===== src/rtl/spis_pkg.sv =====
// Shared types, constants, codes and the pose angle table of the servo sequencer.
// Depends on nothing; the divider, datapath, controller and top level import it.
package spis_pkg;

	localparam int JOINTS = 4;
	localparam int POSES = 10;
	localparam int OUT_JOINTS = 4;
	localparam int JOINT_W = (JOINTS > 1) ? $clog2(JOINTS) : 1;
	localparam int PULSE_W = 12;
	localparam int ANGLE_W = 8;
	localparam int DIV_W = 20;

	localparam logic [4:0] POSE_CNT = 5'(POSES);
	localparam logic [ANGLE_W-1:0] ANGLE_MAX = 8'd180;
	localparam logic [15:0] DEFAULT_PERIOD = 16'd20;
	localparam logic [7:0] MIN_STEPS = 8'd2;
	localparam logic [PULSE_W-1:0] PULSE_MIN_RST = 12'd500;
	localparam logic [PULSE_W-1:0] PULSE_MAX_RST = 12'd2500;

	// Division by 180 is a shift by two and a multiply by ceil(2^24 / 45), which is
	// exact for every dividend below 2^20.
	localparam logic [18:0] PULSE_RECIP = 19'd372828;

	// Request opcodes.
	localparam logic [1:0] OP_TICK = 2'd0;
	localparam logic [1:0] OP_START = 2'd1;
	localparam logic [1:0] OP_ABORT = 2'd2;
	localparam logic [1:0] OP_JUMP = 2'd3;

	// Configuration register indexes.
	localparam logic CFG_PULSE_MIN = 1'b0;
	localparam logic CFG_PULSE_MAX = 1'b1;

	// Datapath commands.
	localparam logic [2:0] DPOP_NOP = 3'd0;
	localparam logic [2:0] DPOP_LOAD = 3'd1;
	localparam logic [2:0] DPOP_MULA = 3'd2;
	localparam logic [2:0] DPOP_DIVA = 3'd3;
	localparam logic [2:0] DPOP_MULP = 3'd4;
	localparam logic [2:0] DPOP_DIVP = 3'd5;
	localparam logic [2:0] DPOP_WRITE = 3'd6;
	localparam logic [2:0] DPOP_CAPTURE = 3'd7;

	typedef logic [PULSE_W-1:0] pulse_t;
	typedef pulse_t [OUT_JOINTS-1:0] pulse_vec_t;

	typedef struct packed {
		logic [2:0] op;
		logic [3:0] src;
		logic [3:0] tgt;
		logic [7:0] k;
		logic [7:0] n;
	} spis_cmd_t;

	typedef struct packed {
		logic div_busy;
		logic last_joint;
	} spis_sts_t;

	// Joint angles in degrees; rows past the built-in poses read as zero.
	localparam logic [ANGLE_W-1:0] POSE_ROM [0:15][0:7] = '{
		'{8'd90, 8'd70, 8'd110, 8'd90, 8'd0, 8'd0, 8'd0, 8'd0},
		'{8'd90, 8'd50, 8'd90, 8'd130, 8'd0, 8'd0, 8'd0, 8'd0},
		'{8'd90, 8'd35, 8'd70, 8'd60, 8'd0, 8'd0, 8'd0, 8'd0},
		'{8'd90, 8'd55, 8'd85, 8'd60, 8'd0, 8'd0, 8'd0, 8'd0},
		'{8'd50, 8'd50, 8'd90, 8'd130, 8'd0, 8'd0, 8'd0, 8'd0},
		'{8'd90, 8'd50, 8'd90, 8'd130, 8'd0, 8'd0, 8'd0, 8'd0},
		'{8'd130, 8'd50, 8'd90, 8'd130, 8'd0, 8'd0, 8'd0, 8'd0},
		'{8'd90, 8'd42, 8'd95, 8'd60, 8'd0, 8'd0, 8'd0, 8'd0},
		'{8'd90, 8'd52, 8'd82, 8'd60, 8'd0, 8'd0, 8'd0, 8'd0},
		'{8'd90, 8'd62, 8'd72, 8'd60, 8'd0, 8'd0, 8'd0, 8'd0},
		'{8'd0, 8'd0, 8'd0, 8'd0, 8'd0, 8'd0, 8'd0, 8'd0},
		'{8'd0, 8'd0, 8'd0, 8'd0, 8'd0, 8'd0, 8'd0, 8'd0},
		'{8'd0, 8'd0, 8'd0, 8'd0, 8'd0, 8'd0, 8'd0, 8'd0},
		'{8'd0, 8'd0, 8'd0, 8'd0, 8'd0, 8'd0, 8'd0, 8'd0},
		'{8'd0, 8'd0, 8'd0, 8'd0, 8'd0, 8'd0, 8'd0, 8'd0},
		'{8'd0, 8'd0, 8'd0, 8'd0, 8'd0, 8'd0, 8'd0, 8'd0}
	};

endpackage


===== src/rtl/spis_divider.sv =====
// Restoring unsigned divider, one quotient bit per cycle, 8-bit divisor.
// Depends on spis_pkg for the dividend width.
module spis_divider import spis_pkg::*; (
	input  logic             clk,
	input  logic             arst_n,
	input  logic             start,
	input  logic [DIV_W-1:0] dividend,
	input  logic [7:0]       divisor,
	output logic             busy,
	output logic [DIV_W-1:0] quotient
);

	localparam int CNT_W = $clog2(DIV_W + 1);

	logic [DIV_W-1:0] quo_q;
	logic [7:0]       rem_q;
	logic [7:0]       den_q;
	logic [CNT_W-1:0] cnt_q;
	logic             busy_q;
	logic [8:0]       trial;
	logic             take;
	logic [7:0]       rem_next;

	assign trial = {rem_q, quo_q[DIV_W-1]};
	assign take = (trial >= {1'b0, den_q});
	assign rem_next = take ? 8'(trial - {1'b0, den_q}) : trial[7:0];

	always_ff @(posedge clk or negedge arst_n) begin
		if (!arst_n) begin
			busy_q <= 1'b0;
			cnt_q <= '0;
		end else if (start) begin
			busy_q <= 1'b1;
			cnt_q <= CNT_W'(DIV_W);
		end else if (busy_q) begin
			cnt_q <= cnt_q - 1'b1;
			if (cnt_q == CNT_W'(1)) begin
				busy_q <= 1'b0;
			end
		end
	end

	always_ff @(posedge clk) begin
		if (start) begin
			quo_q <= dividend;
			rem_q <= '0;
			den_q <= divisor;
		end else if (busy_q) begin
			quo_q <= {quo_q[DIV_W-2:0], take};
			rem_q <= rem_next;
		end
	end

	assign busy = busy_q;
	assign quotient = quo_q;

endmodule


===== src/rtl/spis_datapath.sv =====
// Datapath: pulse range registers, pose table, per-joint interpolation through a
// serial divider, pulse mapping by reciprocal multiplication, joint and result registers.
// Depends on spis_pkg and spis_divider.
module spis_datapath import spis_pkg::*; (
	input  logic       clk,
	input  logic       arst_n,
	input  logic       cfg_wen,
	input  logic       cfg_index,
	input  logic [11:0] cfg_data,
	input  spis_cmd_t  cmd,
	output spis_sts_t  sts,
	output pulse_vec_t pulses
);

	logic [PULSE_W-1:0] pmin_q;
	logic [PULSE_W-1:0] pmax_q;
	pulse_t             joint_q [JOINTS];
	pulse_vec_t         res_q;
	pulse_vec_t         cur_vec;

	logic [3:0]         src_q;
	logic [3:0]         tgt_q;
	logic [7:0]         k_q;
	logic [7:0]         n_q;
	logic [JOINT_W-1:0] j_q;
	logic               neg_q;
	logic [DIV_W-1:0]   mag_q;
	logic [12:0]        pq_q;

	logic               div_start;
	logic               div_busy;
	logic [DIV_W-1:0]   quo;
	logic [36:0]        recip_prod;

	logic [ANGLE_W-1:0] a0;
	logic [ANGLE_W-1:0] a1;
	logic signed [8:0]  diff;
	logic signed [17:0] prod_a;
	logic [17:0]        mag_a;
	logic signed [21:0] quo_s;
	logic signed [21:0] ang_full;
	logic [ANGLE_W-1:0] ang;
	logic signed [12:0] span;
	logic signed [21:0] prod_p;
	logic [21:0]        mag_p;
	logic signed [14:0] q_s;
	logic signed [14:0] v;
	logic signed [14:0] lo_s;
	logic signed [14:0] hi_s;
	pulse_t             wv;

	assign a0 = POSE_ROM[src_q][3'(j_q)];
	assign a1 = POSE_ROM[tgt_q][3'(j_q)];

	// Angle step: (a1 - a0) * k, kept as sign and magnitude for the divider.
	always_comb begin
		diff = $signed({1'b0, a1}) - $signed({1'b0, a0});
		prod_a = diff * $signed({1'b0, k_q});
		mag_a = prod_a[17] ? 18'(-prod_a) : 18'(prod_a);
	end

	// Interpolated angle, clamped, then scaled by the pulse span.
	always_comb begin
		quo_s = $signed({2'b00, quo});
		ang_full = $signed({14'd0, a0}) + (neg_q ? -quo_s : quo_s);
		if (ang_full < 0) begin
			ang = '0;
		end else if (ang_full > $signed({14'd0, ANGLE_MAX})) begin
			ang = ANGLE_MAX;
		end else begin
			ang = ang_full[ANGLE_W-1:0];
		end
		span = $signed({1'b0, pmax_q}) - $signed({1'b0, pmin_q});
		prod_p = span * $signed({1'b0, ang});
		mag_p = prod_p[21] ? 22'(-prod_p) : 22'(prod_p);
	end

	assign recip_prod = mag_q[DIV_W-1:2] * PULSE_RECIP;

	// Final pulse: a value below pulse_min clamps to pulse_min before pulse_max is checked.
	always_comb begin
		q_s = $signed({2'b00, pq_q});
		lo_s = $signed({3'b000, pmin_q});
		hi_s = $signed({3'b000, pmax_q});
		v = lo_s + (neg_q ? -q_s : q_s);
		if (v < lo_s) begin
			wv = pmin_q;
		end else if (v > hi_s) begin
			wv = pmax_q;
		end else begin
			wv = v[PULSE_W-1:0];
		end
	end

	assign div_start = (cmd.op == DPOP_DIVA);

	spis_divider u_div (
		.clk      (clk),
		.arst_n   (arst_n),
		.start    (div_start),
		.dividend (mag_q),
		.divisor  (n_q),
		.busy     (div_busy),
		.quotient (quo)
	);

	always_ff @(posedge clk or negedge arst_n) begin
		if (!arst_n) begin
			pmin_q <= PULSE_MIN_RST;
			pmax_q <= PULSE_MAX_RST;
			for (int i = 0; i < JOINTS; i++) begin
				joint_q[i] <= '0;
			end
		end else begin
			if (cfg_wen) begin
				unique case (cfg_index)
					CFG_PULSE_MIN: pmin_q <= cfg_data;
					CFG_PULSE_MAX: pmax_q <= cfg_data;
				endcase
			end
			if (cmd.op == DPOP_WRITE) begin
				joint_q[j_q] <= wv;
			end
		end
	end

	always_ff @(posedge clk) begin
		unique case (cmd.op)
			DPOP_NOP: begin
			end
			DPOP_LOAD: begin
				src_q <= cmd.src;
				tgt_q <= cmd.tgt;
				k_q <= cmd.k;
				n_q <= cmd.n;
				j_q <= '0;
			end
			DPOP_MULA: begin
				neg_q <= prod_a[17];
				mag_q <= DIV_W'(mag_a);
			end
			DPOP_DIVA: begin
			end
			DPOP_MULP: begin
				neg_q <= prod_p[21];
				mag_q <= DIV_W'(mag_p);
			end
			DPOP_DIVP: begin
				pq_q <= recip_prod[36:24];
			end
			DPOP_WRITE: begin
				j_q <= j_q + 1'b1;
			end
			DPOP_CAPTURE: begin
				res_q <= cur_vec;
			end
		endcase
	end

	for (genvar i = 0; i < OUT_JOINTS; i++) begin : g_out
		if (i < JOINTS) begin : g_on
			assign cur_vec[i] = joint_q[i];
		end else begin : g_off
			assign cur_vec[i] = '0;
		end
	end

	assign sts.div_busy = div_busy;
	assign sts.last_joint = (j_q == JOINT_W'(JOINTS - 1));
	assign pulses = res_q;

endmodule


===== src/rtl/spis_ctrl.sv =====
// Controller: request decode, sequence state, step timing, the state machine
// that drives the datapath, and the result flag register.
// Depends on spis_pkg.
module spis_ctrl import spis_pkg::*; (
	input  logic       clk,
	input  logic       arst_n,
	input  logic       req_valid,
	output logic       req_stall,
	input  logic [1:0] op,
	input  logic [3:0] from_pose,
	input  logic [3:0] to_pose,
	input  logic [7:0] step_count,
	input  logic [15:0] step_period,
	output logic       res_valid,
	input  logic       res_stall,
	output logic       accepted,
	output logic       busy_res,
	output logic       moved,
	output spis_cmd_t  cmd,
	input  spis_sts_t  sts
);

	localparam logic [3:0] ST_IDLE = 4'd0;
	localparam logic [3:0] ST_MULA = 4'd1;
	localparam logic [3:0] ST_DIVA = 4'd2;
	localparam logic [3:0] ST_WAITA = 4'd3;
	localparam logic [3:0] ST_MULP = 4'd4;
	localparam logic [3:0] ST_DIVP = 4'd5;
	localparam logic [3:0] ST_WAITP = 4'd6;
	localparam logic [3:0] ST_WRITE = 4'd7;
	localparam logic [3:0] ST_DONE = 4'd8;

	logic [3:0]  state_q;
	logic        running_q;
	logic [3:0]  src_q;
	logic [3:0]  tgt_q;
	logic [7:0]  total_q;
	logic [7:0]  cur_q;
	logic [15:0] period_q;
	logic [15:0] elapsed_q;
	logic        pend_acc_q;
	logic        pend_mov_q;
	logic        res_valid_q;
	logic        acc_out_q;
	logic        busy_out_q;
	logic        mov_out_q;

	logic        take_req;
	logic        out_free;
	logic        from_ok;
	logic        to_ok;
	logic [7:0]  steps_adj;
	logic [15:0] per_adj;
	logic [15:0] el_inc;
	logic        period_hit;
	logic        step_left;
	logic [7:0]  cur_next;
	logic        acc_now;
	logic        mov_now;
	logic [3:0]  sel_src;
	logic [3:0]  sel_tgt;
	logic [7:0]  sel_k;
	logic [7:0]  sel_n;

	assign req_stall = (state_q != ST_IDLE);
	assign take_req = req_valid && !req_stall;
	assign out_free = !res_valid_q || !res_stall;

	always_comb begin
		from_ok = ({1'b0, from_pose} < POSE_CNT);
		to_ok = ({1'b0, to_pose} < POSE_CNT);
		steps_adj = (step_count < MIN_STEPS) ? MIN_STEPS : step_count;
		per_adj = (step_period == '0) ? DEFAULT_PERIOD : step_period;
		el_inc = (elapsed_q != 16'hFFFF) ? elapsed_q + 16'd1 : elapsed_q;
		period_hit = (el_inc >= period_q);
		step_left = (cur_q < total_q);
		cur_next = cur_q + 8'd1;
		acc_now = 1'b0;
		mov_now = 1'b0;
		sel_src = src_q;
		sel_tgt = tgt_q;
		sel_k = cur_next;
		sel_n = total_q;
		unique case (op)
			OP_TICK: begin
				mov_now = running_q && period_hit && step_left;
			end
			OP_START: begin
				if (!running_q && from_ok && to_ok) begin
					acc_now = 1'b1;
					mov_now = 1'b1;
					sel_src = from_pose;
					sel_tgt = to_pose;
					sel_k = 8'd1;
					sel_n = steps_adj;
				end
			end
			OP_ABORT: begin
			end
			OP_JUMP: begin
				// A jump runs the step hardware with zero progress from the pose itself.
				if (to_ok) begin
					acc_now = 1'b1;
					mov_now = 1'b1;
					sel_src = to_pose;
					sel_tgt = to_pose;
					sel_k = 8'd0;
					sel_n = MIN_STEPS;
				end
			end
		endcase
	end

	always_comb begin
		cmd.src = sel_src;
		cmd.tgt = sel_tgt;
		cmd.k = sel_k;
		cmd.n = sel_n;
		case (state_q)
			ST_IDLE: cmd.op = take_req ? DPOP_LOAD : DPOP_NOP;
			ST_MULA: cmd.op = DPOP_MULA;
			ST_DIVA: cmd.op = DPOP_DIVA;
			ST_MULP: cmd.op = DPOP_MULP;
			ST_DIVP: cmd.op = DPOP_DIVP;
			ST_WRITE: cmd.op = DPOP_WRITE;
			ST_DONE: cmd.op = out_free ? DPOP_CAPTURE : DPOP_NOP;
			default: cmd.op = DPOP_NOP;
		endcase
	end

	always_ff @(posedge clk or negedge arst_n) begin
		if (!arst_n) begin
			state_q <= ST_IDLE;
			running_q <= 1'b0;
			src_q <= '0;
			tgt_q <= '0;
			total_q <= '0;
			cur_q <= '0;
			period_q <= '0;
			elapsed_q <= '0;
			pend_acc_q <= 1'b0;
			pend_mov_q <= 1'b0;
			res_valid_q <= 1'b0;
			acc_out_q <= 1'b0;
			busy_out_q <= 1'b0;
			mov_out_q <= 1'b0;
		end else begin
			// In the done state the output register is either held or reloaded below.
			if (res_valid_q && !res_stall && (state_q != ST_DONE)) begin
				res_valid_q <= 1'b0;
			end
			case (state_q)
				ST_IDLE: begin
					if (take_req) begin
						pend_acc_q <= acc_now;
						pend_mov_q <= mov_now;
						state_q <= mov_now ? ST_MULA : ST_DONE;
						unique case (op)
							OP_TICK: begin
								if (running_q) begin
									if (period_hit) begin
										elapsed_q <= '0;
										if (!step_left) begin
											running_q <= 1'b0;
										end else begin
											cur_q <= cur_next;
											if (cur_next >= total_q) begin
												running_q <= 1'b0;
											end
										end
									end else begin
										elapsed_q <= el_inc;
									end
								end
							end
							OP_START: begin
								if (acc_now) begin
									src_q <= from_pose;
									tgt_q <= to_pose;
									total_q <= steps_adj;
									period_q <= per_adj;
									elapsed_q <= '0;
									cur_q <= 8'd1;
									running_q <= 1'b1;
								end
							end
							OP_ABORT: begin
								running_q <= 1'b0;
							end
							OP_JUMP: begin
							end
						endcase
					end
				end
				ST_MULA: state_q <= ST_DIVA;
				ST_DIVA: state_q <= ST_WAITA;
				ST_WAITA: begin
					if (!sts.div_busy) begin
						state_q <= ST_MULP;
					end
				end
				ST_MULP: state_q <= ST_DIVP;
				ST_DIVP: state_q <= ST_WAITP;
				ST_WAITP: begin
					if (!sts.div_busy) begin
						state_q <= ST_WRITE;
					end
				end
				ST_WRITE: state_q <= sts.last_joint ? ST_DONE : ST_MULA;
				ST_DONE: begin
					if (out_free) begin
						res_valid_q <= 1'b1;
						acc_out_q <= pend_acc_q;
						mov_out_q <= pend_mov_q;
						busy_out_q <= running_q;
						state_q <= ST_IDLE;
					end
				end
				default: state_q <= ST_IDLE;
			endcase
		end
	end

	assign res_valid = res_valid_q;
	assign accepted = acc_out_q;
	assign busy_res = busy_out_q;
	assign moved = mov_out_q;

endmodule


===== src/rtl/servo_pose_interpolation_sequencer_core.sv =====
// Four-joint servo pose sequencer. Each request beat is a one-millisecond tick,
// a sequence start, an abort or a direct pose jump, and each one yields exactly
// one result beat with the accepted, busy and moved flags and the four current
// pulse widths. A tick that applies no step, an abort or a refused request goes
// from idle straight to the done state, which loads the result into the output
// register once that is free and returns to idle for the next request. A beat
// that moves the joints first takes each joint through the angle multiply, the
// bit-serial divide of the interpolated angle and the wait on it, the multiply
// by the pulse span, the reciprocal scaling of the angle to a pulse width, a
// second wait and the write. The result sits in an output register, so the
// next request is taken while an earlier result still waits downstream.
// Depends on spis_pkg, spis_ctrl and spis_datapath.
module servo_pose_interpolation_sequencer_core import spis_pkg::*; (
	input  logic        clk,
	input  logic        arst_n,
	input  logic        cfg_wen,
	input  logic        cfg_index,
	input  logic [11:0] cfg_data,
	input  logic        req_valid,
	output logic        req_stall,
	input  logic [1:0]  op,
	input  logic [3:0]  from_pose,
	input  logic [3:0]  to_pose,
	input  logic [7:0]  step_count,
	input  logic [15:0] step_period,
	output logic        res_valid,
	input  logic        res_stall,
	output logic        accepted,
	output logic        busy_res,
	output logic        moved,
	output logic [11:0] pulse_base,
	output logic [11:0] pulse_shoulder,
	output logic [11:0] pulse_elbow,
	output logic [11:0] pulse_gripper
);

	spis_cmd_t  cmd;
	spis_sts_t  sts;
	pulse_vec_t pulses;

	spis_ctrl u_ctrl (
		.clk         (clk),
		.arst_n      (arst_n),
		.req_valid   (req_valid),
		.req_stall   (req_stall),
		.op          (op),
		.from_pose   (from_pose),
		.to_pose     (to_pose),
		.step_count  (step_count),
		.step_period (step_period),
		.res_valid   (res_valid),
		.res_stall   (res_stall),
		.accepted    (accepted),
		.busy_res    (busy_res),
		.moved       (moved),
		.cmd         (cmd),
		.sts         (sts)
	);

	spis_datapath u_dp (
		.clk       (clk),
		.arst_n    (arst_n),
		.cfg_wen   (cfg_wen),
		.cfg_index (cfg_index),
		.cfg_data  (cfg_data),
		.cmd       (cmd),
		.sts       (sts),
		.pulses    (pulses)
	);

	assign pulse_base = pulses[0];
	assign pulse_shoulder = pulses[1];
	assign pulse_elbow = pulses[2];
	assign pulse_gripper = pulses[3];

endmodule


===== config.mk =====
export PLATFORM = sky130hd
export DESIGN_NAME = servo_pose_interpolation_sequencer_core
export DESIGN_NICKNAME = d
export VERILOG_FILES = /design/src/rtl/spis_pkg.sv /design/src/rtl/spis_divider.sv /design/src/rtl/spis_datapath.sv /design/src/rtl/spis_ctrl.sv /design/src/rtl/servo_pose_interpolation_sequencer_core.sv
export SDC_FILE = /design/constraint.sdc
export NUM_CORES = 2
export LEC_CHECK = 0
export BUFFER_PORTS_ARGS = -buffer_cell sky130_fd_sc_hd__buf_2
export CORE_MARGIN = 1.5
export CORE_UTILIZATION = 60
export DETAILED_ROUTE_END_ITERATION = 7
export PLACE_DENSITY_LB_ADDON = 0.25
export REMOVE_ABC_BUFFERS = 1
export SETUP_SLACK_MARGIN = 0.2
export SLEW_MARGIN = 20
export SYNTH_ARGS = -nofsm -noshare
export SYNTH_HDL_FRONTEND = slang
export SYNTH_SLANG_ARGS = --single-unit

===== constraint.sdc =====
create_clock -name clk -period 12 [get_ports clk]
set_clock_uncertainty 0.15 [all_clocks]
set_input_delay 0 -clock clk [delete_from_list [all_inputs] [get_ports clk]]
set_output_delay 0 -clock clk [all_outputs]
set_load 0.05 [all_outputs]

==> metrics.md <==
| Metric | Value |
|---|---|
| Hold Fails Final Rpt | `0` |
| GR Overflow Total | `0` |
| Max_cap viols | `0` |
| Die width | `224 microns` |
| Vias in the first global route | `23,500` |
| Post-Route WL | `71,200 microns` |
| Initial Util | `60.9%` |
| 1st-iter DRT viols | `1,581` |
| Share of the synthesized area in the top cell type | `16.8%` |
| Initial antenna violation count | `0` |
| Critical path's slowest cell | `edfxtp_1` |
| Top FF cell, synth | `edfxtp_1` |
| FMAX | `92.5 MHz` |
| RePlAce Congestion | `0.923` |
| CP endpoint kind | `flop` |
| Max clock buf depth | `3` |
| CTS Buf Count | `31` |
| Final Critical Period | `10,820 ps` |
| Slew headroom | `33.0%` |
| GRT Overall Usage | `29.1%` |
| Post-synthesis sequential area ratio | `27.0%` |
| Top cells by area, synth | `fa_1, ha_1, edfxtp_1` |
| DRT Pass-1 Iters | `6` |
| Critical Path RT | `12,150 ps` |
| Mapped Area | `29,200 sq um` |
| Tcrit/Tclk final | `90.1%` |
| Die ar. | `50,000 sq um` |
| EDFF count, synth | `136` |
| WP data arrival | `10,970 ps` |
| Buffers on Ports | `104` |
| I/O pin cnt | `105` |
| Worst-Margin Slew | `1000 ps` |
| Largest stage delay, worst path | `780 ps` |
| Clk_lat worst skew | `590 ps` |
| Clock-pin slew on the worst setup and hold paths | `80 ps` |
| # rows | `80` |
| CP dominant cell by count | `fa_1` |
| First-pass GRT wire length | `118,000 microns` |
| H-tree lvl count | `1` |
| Ys async rst share | `50.2%` |
| Final-report max-slew violation count | `0` |
| Clock sink count | `289` |
| Area of the core | `47,900 sq um` |
| Residual DRC | `0` |
| Via count | `22,900` |
| Antenna viol nets, final | `0` |
| Leading area contributor after synthesis | `fa_1` |
| Final setup fails | `0` |
| Setup TNS Final | `0 ps` |
| Post-CTS setup repair buffer count | `0` |
| Yosys cell types | `90` |
| N_diodes | `0` |
| NumNets Final | `3,948` |
| Worst Setup Start Kind | `flop` |
| Worst hold margin | `43.2 ps` |
| Mapped Cells | `3,166` |
| Layout cells sized above 1 | `7.77%` |
| CTS tree | `done` |
| Drt wl/cell | `18.0 microns` |
| RSZ-0062 raised after global routing | `no` |
| WS Path Type | `flop to flop` |
| Largest net degree at the start of global routing | `76` |
| DP HPWL | `56,200 microns` |
| Mean number of vias per cell | `5.79` |
| Syn_area_per_cell | `9.23 sq um` |
| Layout area overhead | `9.87%` |
| Peak fanout along the critical path | `19` |
| Yosys warns | `0` |
| Die Y | `224 microns` |
| HP Class | `primary input to flop` |
| CTS root buf | `clkbuf_16` |
| #FFs+latches synth | `289` |
| Status | `completed` |
[metal layers]
layer | wire [microns] | part of all wire [%] | track usage [%] | vias to the layer above
met1 | 29700 | 42 | 37.4 | 11200
met3 | 3600 | 5.1 | 3.16 | 138
met4 | 2380 | 3.3 | 9.87 | 0
met5 | 0 | 0 | 0 | -
li1 | - | - | - | 10900
met2 | 35500 | 50 | 51.2 | 671
[synth_stat cells (26+ instances only)]
cell        n
nor2b_1    38
xnor2_1   113
nand2_1   352
nor2_1    219
clkbuf_1   71
a21oi_1   124
ha_1      341
nand3_1    50
and2_1     42
mux2_2     37
xor2_1     55
nor3_1     45
edfxtp_1  136
o21a_1     26
inv_1     503
a21o_1     31
nand2b_1   33
fa_1      245
o21ai_0   213
dfrtp_1   134
[worst max-delay path, delay by kind of cell, from the launching register on]
family / cells / cell delay [ps]
AO/OA/AOI/OAI: 7 / 1320
adder cells (fa/ha/maj): 7 / 3080
buffers and inverters: 5 / 690
flip-flops: 1 / 780
AND/OR/NAND/NOR: 17 / 4510
[logic make-up after synthesis]
kind of cell	Yosys count	synth area share [%]
mux	62	2.28
buf+inv	591	7.77
simple gates	898	14.3
fa+ha+maj	586	31.4
xor+xnor	169	5.09
flops	289	27.0
compound gates	571	12.2
[worst paths after layout]
kind                                           start                         endpoint  slack [ps]  cells past startpoint
setup / recovery           u_dp.j_q[1]$_SDFFCE_PN0P_     u_dp.mag_q[19]$_SDFFCE_PN0P_        1180                     36
hold / removal                       step_period[14]  u_ctrl.period_q[14]$_DFFE_PN0P_          40                      4
setup reg to reg           u_dp.j_q[1]$_SDFFCE_PN0P_     u_dp.mag_q[19]$_SDFFCE_PN0P_        1180                     36
hold reg to reg                u_dp.n_q[1]$_DFFE_PN_    u_dp.u_div.den_q[1]$_DFFE_PP_         270                      0
max in group asynchronous                     arst_n       u_dp.pmin_q[0]$_DFFE_PN0P_       10440                      4
min in group asynchronous                     arst_n    u_ctrl.state_q[3]$_DFFE_PN0P_         390                      4
[layout make-up]
cell class / count / area, sq um
flip-flops and latches: 289 / 7890
well taps: 615 / 769
fillers: 3760 / 15800
repair buffers: 198 / 1440
clock inverters: 11 / 70.1
inverters: 504 / 1890
clock buffers: 45 / 943
multi-input cells: 2286 / 19100
[layout by cell type, fill, tap and decap left out, types with 18 or more instances in the layout]
cell type and count:
or2_2 18, nand2b_1 33, and2_1 42, nor2_1 219, clkbuf_16 35, nor2b_1 36
nand3_1 50, inv_1 502, a31oi_1 19, edfxtp_1 136, o211ai_1 19, buf_2 103
fa_1 245, dfrtp_1 134, a21oi_1 122, or3_1 18, nand2_1 352, o21ai_0 213
mux2_2 37, xnor2_1 113, a21o_1 31, nor3_1 42, o21a_1 26, dlygate4sd3_1 76
xor2_1 55, mux2i_1 25, ha_1 341
[per-stage QoR]
step           cell area (sq um)  setup WS [ps]  std cells  utilization (%)
2_1_floorplan              28800           1550       3079                -
4_1_cts                    32100           1140       3948             66.9
5_1_grt                    32100            415       3948             67.0
6_report                   32100           1180       3948             67.0
3_5_place_dp               30300           1220       3815             63.2
3_3_place_gp               30300           1650       3815             63.2
[registers in the layout, summed over array words and instances (netlist names), 12 cells and up]
signal / cells
u_dp.mag_q: 20
u_dp.u_div.quotient: 20
u_dp.pmax_q: 12
u_ctrl.elapsed_q: 16
u_dp.pq_q: 13
u_ctrl.period_q: 16
u_dp.cur_vec: 48
u_dp.pulses: 48
u_dp.pmin_q: 12
[what timing repair did]
action,in CTS,in global routing
hold endpoints to repair,158,0
hold buffers,77,0
setup endpoints to repair,0,2
gates resized for setup,0,2
Power is left out: the tool's default activity adds up to more than one toggle a clock period on the data nets, which glitch-free logic cannot reach.
